**src/rtl/tdpc_pkg.sv**
```systemverilog
// Package for the trial-division prime counter: word types, queue entry
// and fixed sizes. No dependencies.
`default_nettype none

package tdpc_pkg;

   localparam int NUM_WIDTH   = 16;
   localparam int COUNT_WIDTH = 32;
   localparam int DIGIT_BITS  = 4;   // dividend bits retired per divider cycle
   localparam int QDEPTH      = 2;
   localparam int QADDR_W     = (QDEPTH > 1) ? $clog2(QDEPTH) : 1;
   localparam int QCNT_W      = $clog2(QDEPTH + 1);

   localparam int DIV_STEPS   = (NUM_WIDTH + DIGIT_BITS - 1) / DIGIT_BITS;
   localparam int STEP_W      = (DIV_STEPS > 1) ? $clog2(DIV_STEPS) : 1;
   localparam int SHF_W       = DIV_STEPS * DIGIT_BITS;
   localparam int DIV_W       = (NUM_WIDTH + 1) / 2 + 2;  // trial divisor
   localparam int REM_W       = DIV_W + 1;
   localparam int SQ_W        = NUM_WIDTH + 4;            // divisor squared

   localparam logic [COUNT_WIDTH-1:0] COUNT_MAX = '1;

   typedef struct packed {
      logic [NUM_WIDTH-1:0] number;
      logic                 range_end;
   } tdpc_req_type;

   typedef struct packed {
      logic                   is_prime;
      logic [COUNT_WIDTH-1:0] prime_count;
      logic [COUNT_WIDTH-1:0] tested_count;
      logic                   last;
   } tdpc_rsp_type;

   // Queue entry: candidate plus front-end classification
   typedef struct packed {
      logic [NUM_WIDTH-1:0] number;
      logic                 last;
      logic                 resolved;  // verdict known without division
      logic                 verdict;
   } tdpc_entry_type;

   typedef struct packed {
      logic           valid;
      tdpc_entry_type entry;
   } tdpc_head_type;

endpackage

`default_nettype wire

```
**src/rtl/tdpc_front.sv**
```systemverilog
// Front end: accepts request words, classifies trivial candidates and
// holds them in a short queue. Depends on tdpc_pkg.
`default_nettype none

module tdpc_front
   import tdpc_pkg::*;
(
   input  wire logic          clock,
   input  wire logic          reset,
   input  wire logic          req_valid,
   output logic               req_ready,
   input  wire tdpc_req_type  req_data,
   output tdpc_head_type      head,
   input  wire logic          pop
);

   tdpc_entry_type            q_mem [QDEPTH];
   logic [QADDR_W-1:0]        wr_ptr_ff, wr_ptr_in;
   logic [QADDR_W-1:0]        rd_ptr_ff, rd_ptr_in;
   logic [QCNT_W-1:0]         cnt_ff, cnt_in;
   tdpc_entry_type            cls;
   logic                      push;
   logic                      do_pop;

   // 0 and 1 not prime, 2 and 3 prime, other even numbers composite
   always_comb begin
      cls.number   = req_data.number;
      cls.last     = req_data.range_end;
      cls.resolved = 1'b0;
      cls.verdict  = 1'b0;
      if (req_data.number[NUM_WIDTH-1:1] == '0) begin
         cls.resolved = 1'b1;
      end else if (req_data.number[NUM_WIDTH-1:2] == '0) begin
         cls.resolved = 1'b1;
         cls.verdict  = 1'b1;
      end else if (!req_data.number[0]) begin
         cls.resolved = 1'b1;
      end
   end

   assign req_ready = (cnt_ff != QCNT_W'(QDEPTH));
   assign push      = req_valid && req_ready;
   assign do_pop    = pop && (cnt_ff != '0);

   assign head.valid = (cnt_ff != '0);
   assign head.entry = q_mem[rd_ptr_ff];

   always_comb begin
      wr_ptr_in = wr_ptr_ff;
      rd_ptr_in = rd_ptr_ff;
      cnt_in    = cnt_ff;
      if (push) begin
         wr_ptr_in = (wr_ptr_ff == QADDR_W'(QDEPTH - 1)) ? '0 : wr_ptr_ff + 1'b1;
      end
      if (do_pop) begin
         rd_ptr_in = (rd_ptr_ff == QADDR_W'(QDEPTH - 1)) ? '0 : rd_ptr_ff + 1'b1;
      end
      if (push && !do_pop) begin
         cnt_in = cnt_ff + 1'b1;
      end else if (!push && do_pop) begin
         cnt_in = cnt_ff - 1'b1;
      end
   end

   always_ff @(posedge clock) begin
      if (push) begin
         q_mem[wr_ptr_ff] <= cls;
      end
   end

   always_ff @(posedge clock) begin
      if (reset) begin
         wr_ptr_ff <= '0;
         rd_ptr_ff <= '0;
         cnt_ff    <= '0;
      end else begin
         wr_ptr_ff <= wr_ptr_in;
         rd_ptr_ff <= rd_ptr_in;
         cnt_ff    <= cnt_in;
      end
   end

endmodule

`default_nettype wire

```
**src/rtl/tdpc_back.sv**
```systemverilog
// Back end: odd-divisor trial division with a radix-16 remainder unit,
// saturating counters and the response register. Depends on tdpc_pkg.
`default_nettype none

module tdpc_back
   import tdpc_pkg::*;
(
   input  wire logic          clock,
   input  wire logic          reset,
   input  wire tdpc_head_type head,
   output logic               pop,
   output logic               rsp_valid,
   input  wire logic          rsp_ready,
   output tdpc_rsp_type       rsp_data
);

   localparam logic [1:0] ST_IDLE  = 2'd0;
   localparam logic [1:0] ST_CHECK = 2'd1;
   localparam logic [1:0] ST_DIV   = 2'd2;
   localparam logic [1:0] ST_DONE  = 2'd3;

   logic [1:0]             state_ff, state_in;
   logic [NUM_WIDTH-1:0]   num_ff, num_in;
   logic                   last_ff, last_in;
   logic                   prime_ff, prime_in;
   logic [DIV_W-1:0]       d_ff, d_in;
   logic [SQ_W-1:0]        sq_ff, sq_in;
   logic [REM_W-1:0]       rem_ff, rem_in;
   logic [SHF_W-1:0]       shf_ff, shf_in;
   logic [STEP_W-1:0]      step_ff, step_in;
   logic [COUNT_WIDTH-1:0] primes_ff, primes_in;
   logic [COUNT_WIDTH-1:0] tested_ff, tested_in;
   logic                   rsp_valid_ff, rsp_valid_in;
   tdpc_rsp_type           rsp_data_ff, rsp_data_in;

   logic [REM_W-1:0]       r_nx;
   logic [SHF_W-1:0]       s_nx;
   logic [REM_W-1:0]       d_ext;
   logic                   out_free;

   assign d_ext    = REM_W'(d_ff);
   assign out_free = !rsp_valid_ff || rsp_ready;

   // DIGIT_BITS restoring steps of n mod d, MSB first
   always_comb begin
      r_nx = rem_ff;
      s_nx = shf_ff;
      for (int i = 0; i < DIGIT_BITS; i++) begin
         r_nx = {r_nx[REM_W-2:0], s_nx[SHF_W-1]};
         s_nx = {s_nx[SHF_W-2:0], 1'b0};
         if (r_nx >= d_ext) begin
            r_nx = r_nx - d_ext;
         end
      end
   end

   always_comb begin
      state_in     = state_ff;
      num_in       = num_ff;
      last_in      = last_ff;
      prime_in     = prime_ff;
      d_in         = d_ff;
      sq_in        = sq_ff;
      rem_in       = rem_ff;
      shf_in       = shf_ff;
      step_in      = step_ff;
      primes_in    = primes_ff;
      tested_in    = tested_ff;
      rsp_valid_in = rsp_valid_ff && !rsp_ready;
      rsp_data_in  = rsp_data_ff;
      pop          = 1'b0;
      case (state_ff)
         ST_IDLE: begin
            if (head.valid) begin
               pop      = 1'b1;
               num_in   = head.entry.number;
               last_in  = head.entry.last;
               prime_in = head.entry.verdict;
               d_in     = DIV_W'(3);
               sq_in    = SQ_W'(9);
               state_in = head.entry.resolved ? ST_DONE : ST_CHECK;
            end
         end
         ST_CHECK: begin
            if (sq_ff > SQ_W'(num_ff)) begin
               prime_in = 1'b1;
               state_in = ST_DONE;
            end else begin
               rem_in   = '0;
               shf_in   = SHF_W'(num_ff);
               step_in  = '0;
               state_in = ST_DIV;
            end
         end
         ST_DIV: begin
            rem_in  = r_nx;
            shf_in  = s_nx;
            step_in = step_ff + 1'b1;
            if (step_ff == STEP_W'(DIV_STEPS - 1)) begin
               if (r_nx == '0) begin
                  prime_in = 1'b0;
                  state_in = ST_DONE;
               end else begin
                  // (d+2)^2 = d^2 + 4(d+1)
                  d_in     = d_ff + DIV_W'(2);
                  sq_in    = sq_ff + (SQ_W'(d_ff + 1'b1) << 2);
                  state_in = ST_CHECK;
               end
            end
         end
         ST_DONE: begin
            if (out_free) begin
               tested_in = (tested_ff == COUNT_MAX) ? tested_ff : tested_ff + 1'b1;
               if (prime_ff && primes_ff != COUNT_MAX) begin
                  primes_in = primes_ff + 1'b1;
               end
               rsp_data_in.is_prime     = prime_ff;
               rsp_data_in.prime_count  = primes_in;
               rsp_data_in.tested_count = tested_in;
               rsp_data_in.last         = last_ff;
               rsp_valid_in             = 1'b1;
               state_in                 = ST_IDLE;
            end
         end
         default: begin
            state_in = ST_IDLE;
         end
      endcase
   end

   always_ff @(posedge clock) begin
      num_ff      <= num_in;
      last_ff     <= last_in;
      prime_ff    <= prime_in;
      d_ff        <= d_in;
      sq_ff       <= sq_in;
      rem_ff      <= rem_in;
      shf_ff      <= shf_in;
      step_ff     <= step_in;
      rsp_data_ff <= rsp_data_in;
   end

   always_ff @(posedge clock) begin
      if (reset) begin
         state_ff     <= ST_IDLE;
         primes_ff    <= '0;
         tested_ff    <= '0;
         rsp_valid_ff <= 1'b0;
      end else begin
         state_ff     <= state_in;
         primes_ff    <= primes_in;
         tested_ff    <= tested_in;
         rsp_valid_ff <= rsp_valid_in;
      end
   end

   assign rsp_valid = rsp_valid_ff;
   assign rsp_data  = rsp_data_ff;

endmodule

`default_nettype wire

```
**src/rtl/trial_division_prime_counter.sv**
```systemverilog
// Top level of the trial-division prime counter: front end with queue and
// division back end. Depends on tdpc_pkg, tdpc_front and tdpc_back.
//
// Usage: one request word per candidate (number, range_end) on req_*;
// one response word per candidate on rsp_* carrying is_prime, the running
// prime_count and tested_count after this candidate, and last = range_end.
// Both channels are valid/ready; a word moves when both are high.
// 0, 1, even numbers and 2, 3 are settled in the front end and skip the
// remainder unit. Odd candidates from 5 up go through the remainder unit:
// each odd divisor d = 3, 5, ... with d*d <= number takes one check step
// and then a remainder pass of 4 divide steps (4 bits each). The
// remainder unit is the limit; items are worked on one at a time.
// The two-entry queue takes up to two words while the back end is busy, and
// the response register lets the back end finish the next item while a
// response is still waiting. With the receiver stalled, the back end holds
// its finished item, the queue fills and req_ready drops.
// Reset: synchronous, active high; clears both counts, the queue and
// rsp_valid. Range ends do not clear the counts; both saturate at all ones.
`default_nettype none

module trial_division_prime_counter
   import tdpc_pkg::*;
(
   input  wire logic         clock,
   input  wire logic         reset,
   input  wire logic         req_valid,
   output logic              req_ready,
   input  wire tdpc_req_type req_data,
   output logic              rsp_valid,
   input  wire logic         rsp_ready,
   output tdpc_rsp_type      rsp_data
);

   tdpc_head_type head;   // oldest queued candidate
   logic          pop;    // back end takes the head

   tdpc_front u_front (
      .clock     (clock),
      .reset     (reset),
      .req_valid (req_valid),
      .req_ready (req_ready),
      .req_data  (req_data),
      .head      (head),
      .pop       (pop)
   );

   tdpc_back u_back (
      .clock     (clock),
      .reset     (reset),
      .head      (head),
      .pop       (pop),
      .rsp_valid (rsp_valid),
      .rsp_ready (rsp_ready),
      .rsp_data  (rsp_data)
   );

endmodule

`default_nettype wire

```
**config.mk**
```make
export PLATFORM = sky130hd
export DESIGN_NAME = trial_division_prime_counter
export DESIGN_NICKNAME = d
export VERILOG_FILES = /design/src/rtl/tdpc_pkg.sv /design/src/rtl/tdpc_front.sv /design/src/rtl/tdpc_back.sv /design/src/rtl/trial_division_prime_counter.sv
export SDC_FILE = /design/constraint.sdc
export NUM_CORES = 1
export LEC_CHECK = 0
export BUFFER_PORTS_ARGS = -buffer_cell sky130_fd_sc_hd__clkbuf_2
export CAP_MARGIN = 5
export CORE_MARGIN = 1.5
export CORE_UTILIZATION = 45
export CTS_CLUSTER_DIAMETER = 120
export CTS_CLUSTER_SIZE = 10
export DETAILED_ROUTE_END_ITERATION = 8
export MAX_ROUTING_LAYER = met4
export PLACE_DENSITY = 0.76
export SLEW_MARGIN = 30
export SYNTH_ARGS = -nofsm -noshare
export SYNTH_HDL_FRONTEND = slang
export SYNTH_SLANG_ARGS = --single-unit
```
**constraint.sdc**
```tcl
create_clock -name clock -period 9.69 [get_ports clock]
set_input_delay 2.907 -clock clock [delete_from_list [all_inputs] [get_ports clock]]
set_output_delay 2.907 -clock clock [all_outputs]
set_load 0.02 [all_outputs]
```
==> flow_summary.ini, run 1 <==
[outcome]
outcome = completed

[synthesis]
synth_top_area_share_pct = 38.7
synth_area_per_cell_um2 = 10.5
ys.flop_type = edfxtp_1
ys_ff_latch = 248
synthAdderAreaFrac_pct = 7.33
synth_area_mm2 = 0.0137
synth_xor_xnor_area_share_pct = 10.7
syn_inst = 1306
yosys_warnings = 0
synth_top_family_by_area = simple AND/OR/NAND/NOR gates
synth_edf_count = 176
synth_cell_types = 73
synth-compound-area-share_pct = 9.92
synth.area.top_cells = edfxtp_1 (39%), dfxtp_1 (11%), ha_1 (6.6%)
synth_top_area_cell = edfxtp_1
synthSimpleGateAreaFrac_pct = 16.3
synthArstFlopShare_pct = 0
syn-num-nets = 1404
seq_area_frac_synth_pct = 49.2
muxShareOfSynthArea_pct = 3.55

[cts]
htreeDepth = 1
hold_buffers = 0
clock_sinks = 248
clk_path_buf_depth = 3
cts_made_buffers = 28
clk_pin_slew_ps = 60
clock_latency_ps = 550
cts_tree = done
cts_root_buf = clkbuf_16

[floorplan]
initial_core_util_pct = 45.9
io_pins = 89
die_h_um = 177
core_mm2 = 0.0298
die_w_um = 177
dieArea_mm2 = 0.0314
num_rows = 63

[cells_and_area]
syn_to_final_growth_pct = 12.9
final_core_util_pct = 51.8
drive_gt1_share_pct = 13.5
layout_common_cells = edfxtp_1 (176), nor2_1 (153), nand2_1 (118), xnor2_1 (95), clkbuf_2 (88)
antenna_cells_inserted = 0
nNetsFinal = 1503
mostFrequentLayoutCell = edfxtp_1
stdcell_count = 1816

[timing]
finClkSkew_ps = 34.0
timing.final.crit_period_ps = 9330
timing.final.ws_setup_ps = 360
final-hold-violation-count = 0
timing.final.crit_share_pct = 96.3
slew_headroom_pct = 39.2
fmax_mhz = 107
timing.final.max_slew_violations = 0
finalSetupViolations = 0
worstMarginPinSlew_ps = 910

[drt]
antenna_left = 0
vias_per_cell = 5.40
vias = 9808
drt-pass1-iter-count = 5
drt-initial-drc-count = 646
postRouteWirelength_mm = 29.2
route.detailed.drc = 0
wl_per_cell_um = 16.1

[worst_setup_path]
worst-setup-path-type = flip-flop to flip-flop
cpMostUsedCell = ha_1
cp-start-kind = flip-flop
worstPathRequired_ps = 9970
slowest_delay_ps = 510
cp_max_fo = 26
slowest_stage = a2111oi_0
worstSetupEndpointType = flip-flop
arrival_ps = 9610

[place]
gp_congestion = 0.936
dp_hpwl_mm = 20.6
placedCellCount = 1764
port_buffers = 88
dpl_worst_slack_ps = 154

[global_routing]
grt_pass1_vias = 9629
grt.total_usage_pct = 19.2
grt_pass1_wl_mm = 47.7
antenna_found_initial = 0
grt_max_degree = 73
overflow = 0

[flow_run]
cap_viol_max_count = 0

[worst_hold_path]
holdCritPathClass = flip-flop to flip-flop
[cell families after synthesis]
kind of cell / after synthesis
XOR/XNOR: 167
adder cells (fa/ha/maj): 77
AO/OA/AOI/OAI: 202
AND/OR/NAND/NOR: 470
multiplexers: 44
flip-flops: 248
buffers and inverters: 98
[metrics by stage]
stage               hold slack, ps  area [µm²]  TNS, ps
finish                         438       15400        0
global route                   435       15400    -1900
CTS                            429       15400        0
detailed placement             423       14600        0
global placement               439       14600        0
floorplan                      400       13700        0
[per-layer routing]
| metal | share of wire, % | vias up | global-route usage, % |
|---|---|---|---|
| li1 | - | 4850 | - |
| met1 | 46 | 4695 | 25.4 |
| met2 | 47 | 206 | 31.1 |
| met3 | 4.1 | 57 | 2.19 |
| met4 | 2.7 | 0 | 5.30 |
| met5 | 0 | - | - |
[state kept, by name (all words and copies together) (netlist names), 2 cells and up, named ones only]
register,count
u_back.num_ff,16
u_back.d_ff,9
u_back.state_ff,2
u_back.primes_ff,32
u_back.step_ff,2
u_back.rem_ff,10
u_front.q_mem,38
u_back.tested_ff,32
u_back.rsp_data,66
u_back.shf_ff,16
u_back.sq_ff,17
u_front.cnt_ff,2
[final cells by class]
type	count	area, µm²
clock buffer	50	793
timing repair buffer	106	588
tap	390	488
multi-input combinational	961	6590
fill	2611	14400
sequential	248	6730
inverter	60	226
clock inverter	1	16.3
[worst max-delay path, delay by kind of cell (launching register included)]
family                   cells  cell delay (ps)
multiplexers                 2              580
AO/OA/AOI/OAI               20             4950
AND/OR/NAND/NOR              6              830
flip-flops                   1              460
adder cells (fa/ha/maj)      4             1360
XOR/XNOR                     1              200
buffers and inverters        4              670
[worst paths after layout]
path,from,to,slack [ps],cells after the start
worst max register to register,u_back.d_ff[2],u_back.d_ff[9],360,37
worst min-delay path,u_back.last_ff,u_back.rsp_data[0],440,0
worst min register to register,u_back.last_ff,u_back.rsp_data[0],440,0
worst max-delay path,u_back.d_ff[2],u_back.d_ff[9],360,37
[synthesized netlist by cell type, drive strengths merged (3+ instances only)]
cell type,n
edfxtp,176
nor2,153
nand2,118
xnor2,96
dfxtp,72
ha,72
xor2,71
nand3,62
inv,59
a21oi,52
o21ai,43
clkbuf,31
mux2,30
a21o,26
nand4,22
nor3,20
and2,19
and3,16
mux2i,14
or3,14
a211oi,11
o21bai,11
nor2b,10
o21a,10
nor4,8
and4,7
buf,7
a31oi,6
nand2b,6
o211ai,6
a211o,5
fa,5
a21boi,3
nand4b,3
o31ai,3
or2,3
or4,3
[timing repair]
action	CTS	global route
gates resized for setup	0	7
buffers inserted	0	0
endpoints found under the setup margin	0	31
Power of run 1 is left out: the tool's default activity adds up to more than one toggle a clock period on the data nets, which glitch-free logic cannot reach.
==> run 2, diff against run 1 <==
PLACE_DENSITY = 0.74   (was 0.76)
==> flow_summary.ini, run 2 (synthesis gave the netlist of run 1 again) <==
[outcome]
outcome = completed

[timing]
rsz0062_at_grt = no
timing.final.crit_share_pct = 94.0
fmax_mhz = 110
finClkSkew_ps = 8.51
slew_headroom_pct = 34.9
timing.final.max_slew_violations = 0
final-hold-violation-count = 0
timing.final.ws_setup_ps = 582
worstMarginPinSlew_ps = 976
fin_setup_tns_ps = 0
finalSetupViolations = 0
timing.final.crit_period_ps = 9110

[cts]
clk_path_buf_depth = 3
cts_tree = done
clock_latency_ps = 530
htreeDepth = 1
cts_made_buffers = 28
clk_pin_slew_ps = 60
clock_sinks = 248
cts_root_buf = clkbuf_16

[floorplan]
die_h_um = 177
core_mm2 = 0.0298
dieArea_mm2 = 0.0314
initial_core_util_pct = 45.9
io_pins = 89
num_rows = 63
die_w_um = 177

[cells_and_area]
nFillCells = 2670
syn_to_final_growth_pct = 13.0
final_core_util_pct = 51.8
drive_gt1_share_pct = 13.6
nNetsFinal = 1504
largest_reg_flops = 66
antenna_cells_inserted = 0
mostFrequentLayoutCell = edfxtp_1
layout_common_cells = edfxtp_1 (176), nor2_1 (153), nand2_1 (118), xnor2_1 (95), clkbuf_2 (88)

[drt]
route.detailed.drc = 0
vias = 9895
drt-pass1-iter-count = 5
met2_length_mm = 13.9
met3WireLength_mm = 1.59
wl_met1_mm = 13.2
wl_per_cell_um = 16.2
drt-initial-drc-count = 664
postRouteWirelength_mm = 29.4
antenna_left = 0
vias_per_cell = 5.45
top_layer = met4

[worst_setup_path]
slowest_delay_ps = 420
worstPathRequired_ps = 9970
cp_max_fo = 26
worstSetupEndpointType = flip-flop
slowest_stage = edfxtp_1
worst-setup-path-type = flip-flop to flip-flop
cpMostUsedCell = ha_1
arrival_ps = 9390
cp-start-kind = flip-flop

[worst_hold_path]
holdCritPathClass = flip-flop to flip-flop

[global_routing]
overflow = 0
antenna_found_initial = 0
grt_pass1_vias = 9572
grt.total_usage_pct = 19.2
grt_pass1_wl_mm = 47.5
grt_max_degree = 73

[place]
port_buffers = 88
dpl_worst_slack_ps = 151
gp_congestion = 0.916
dp_hpwl_mm = 20.9

[flow_run]
cap_viol_max_count = 0
-- run 2: stage by stage --
stage	hold WS [ps]	std cells	area (µm²)
final	417	1817	15400
after detailed placement	418	1762	14600
after global placement	407	1762	14600
after floorplan	400	1306	13700
after CTS	418	1813	15400
after global routing	453	1817	15400
-- run 2: path summary, 6_finish.rpt --
check / startpoint / to / slack (ps) / cells after the start
worst max-delay path: u_back.d_ff[8] / u_back.d_ff[4] / 580 / 35
worst min-delay path: u_back.last_ff / u_back.rsp_data[0] / 420 / 0
worst max register to register: u_back.d_ff[8] / u_back.d_ff[4] / 580 / 35
worst min register to register: u_back.last_ff / u_back.rsp_data[0] / 420 / 0
-- run 2: what timing repair did --
item                                    in CTS  in global routing
buffers inserted                             0                  3
hold buffers                                 0                  0
gates resized for setup                      0                  8
endpoints found under the setup margin       0                 27
-- run 2: cell type report --
type / count / area (µm²) / share of cell area [%]
multi-input cells: 961 / 6580 / 42.6
inverters: 60 / 226 / 1.47
well taps: 390 / 488 / 3.16
flip-flops and latches: 248 / 6730 / 43.6
clock buffers: 51 / 818 / 5.30
repair buffers: 107 / 596 / 3.86
-- run 2: routing by layer --
layer  vias up  GRT usage, %
li1       4868             -
met1      4711          25.1
met2       262          31.3
met3        54          2.49
met4         0          5.61
met5         -             -
-- run 2: worst max-delay path, delay by kind of cell, from the launching register on --
family | cells | cell delay, ps
AO/OA/AOI/OAI | 22 | 5380
XOR/XNOR | 2 | 370
adder cells (fa/ha/maj) | 4 | 1260
buffers and inverters | 4 | 660
flip-flops | 1 | 420
AND/OR/NAND/NOR | 3 | 760
Power of run 2 is left out for the same reason.
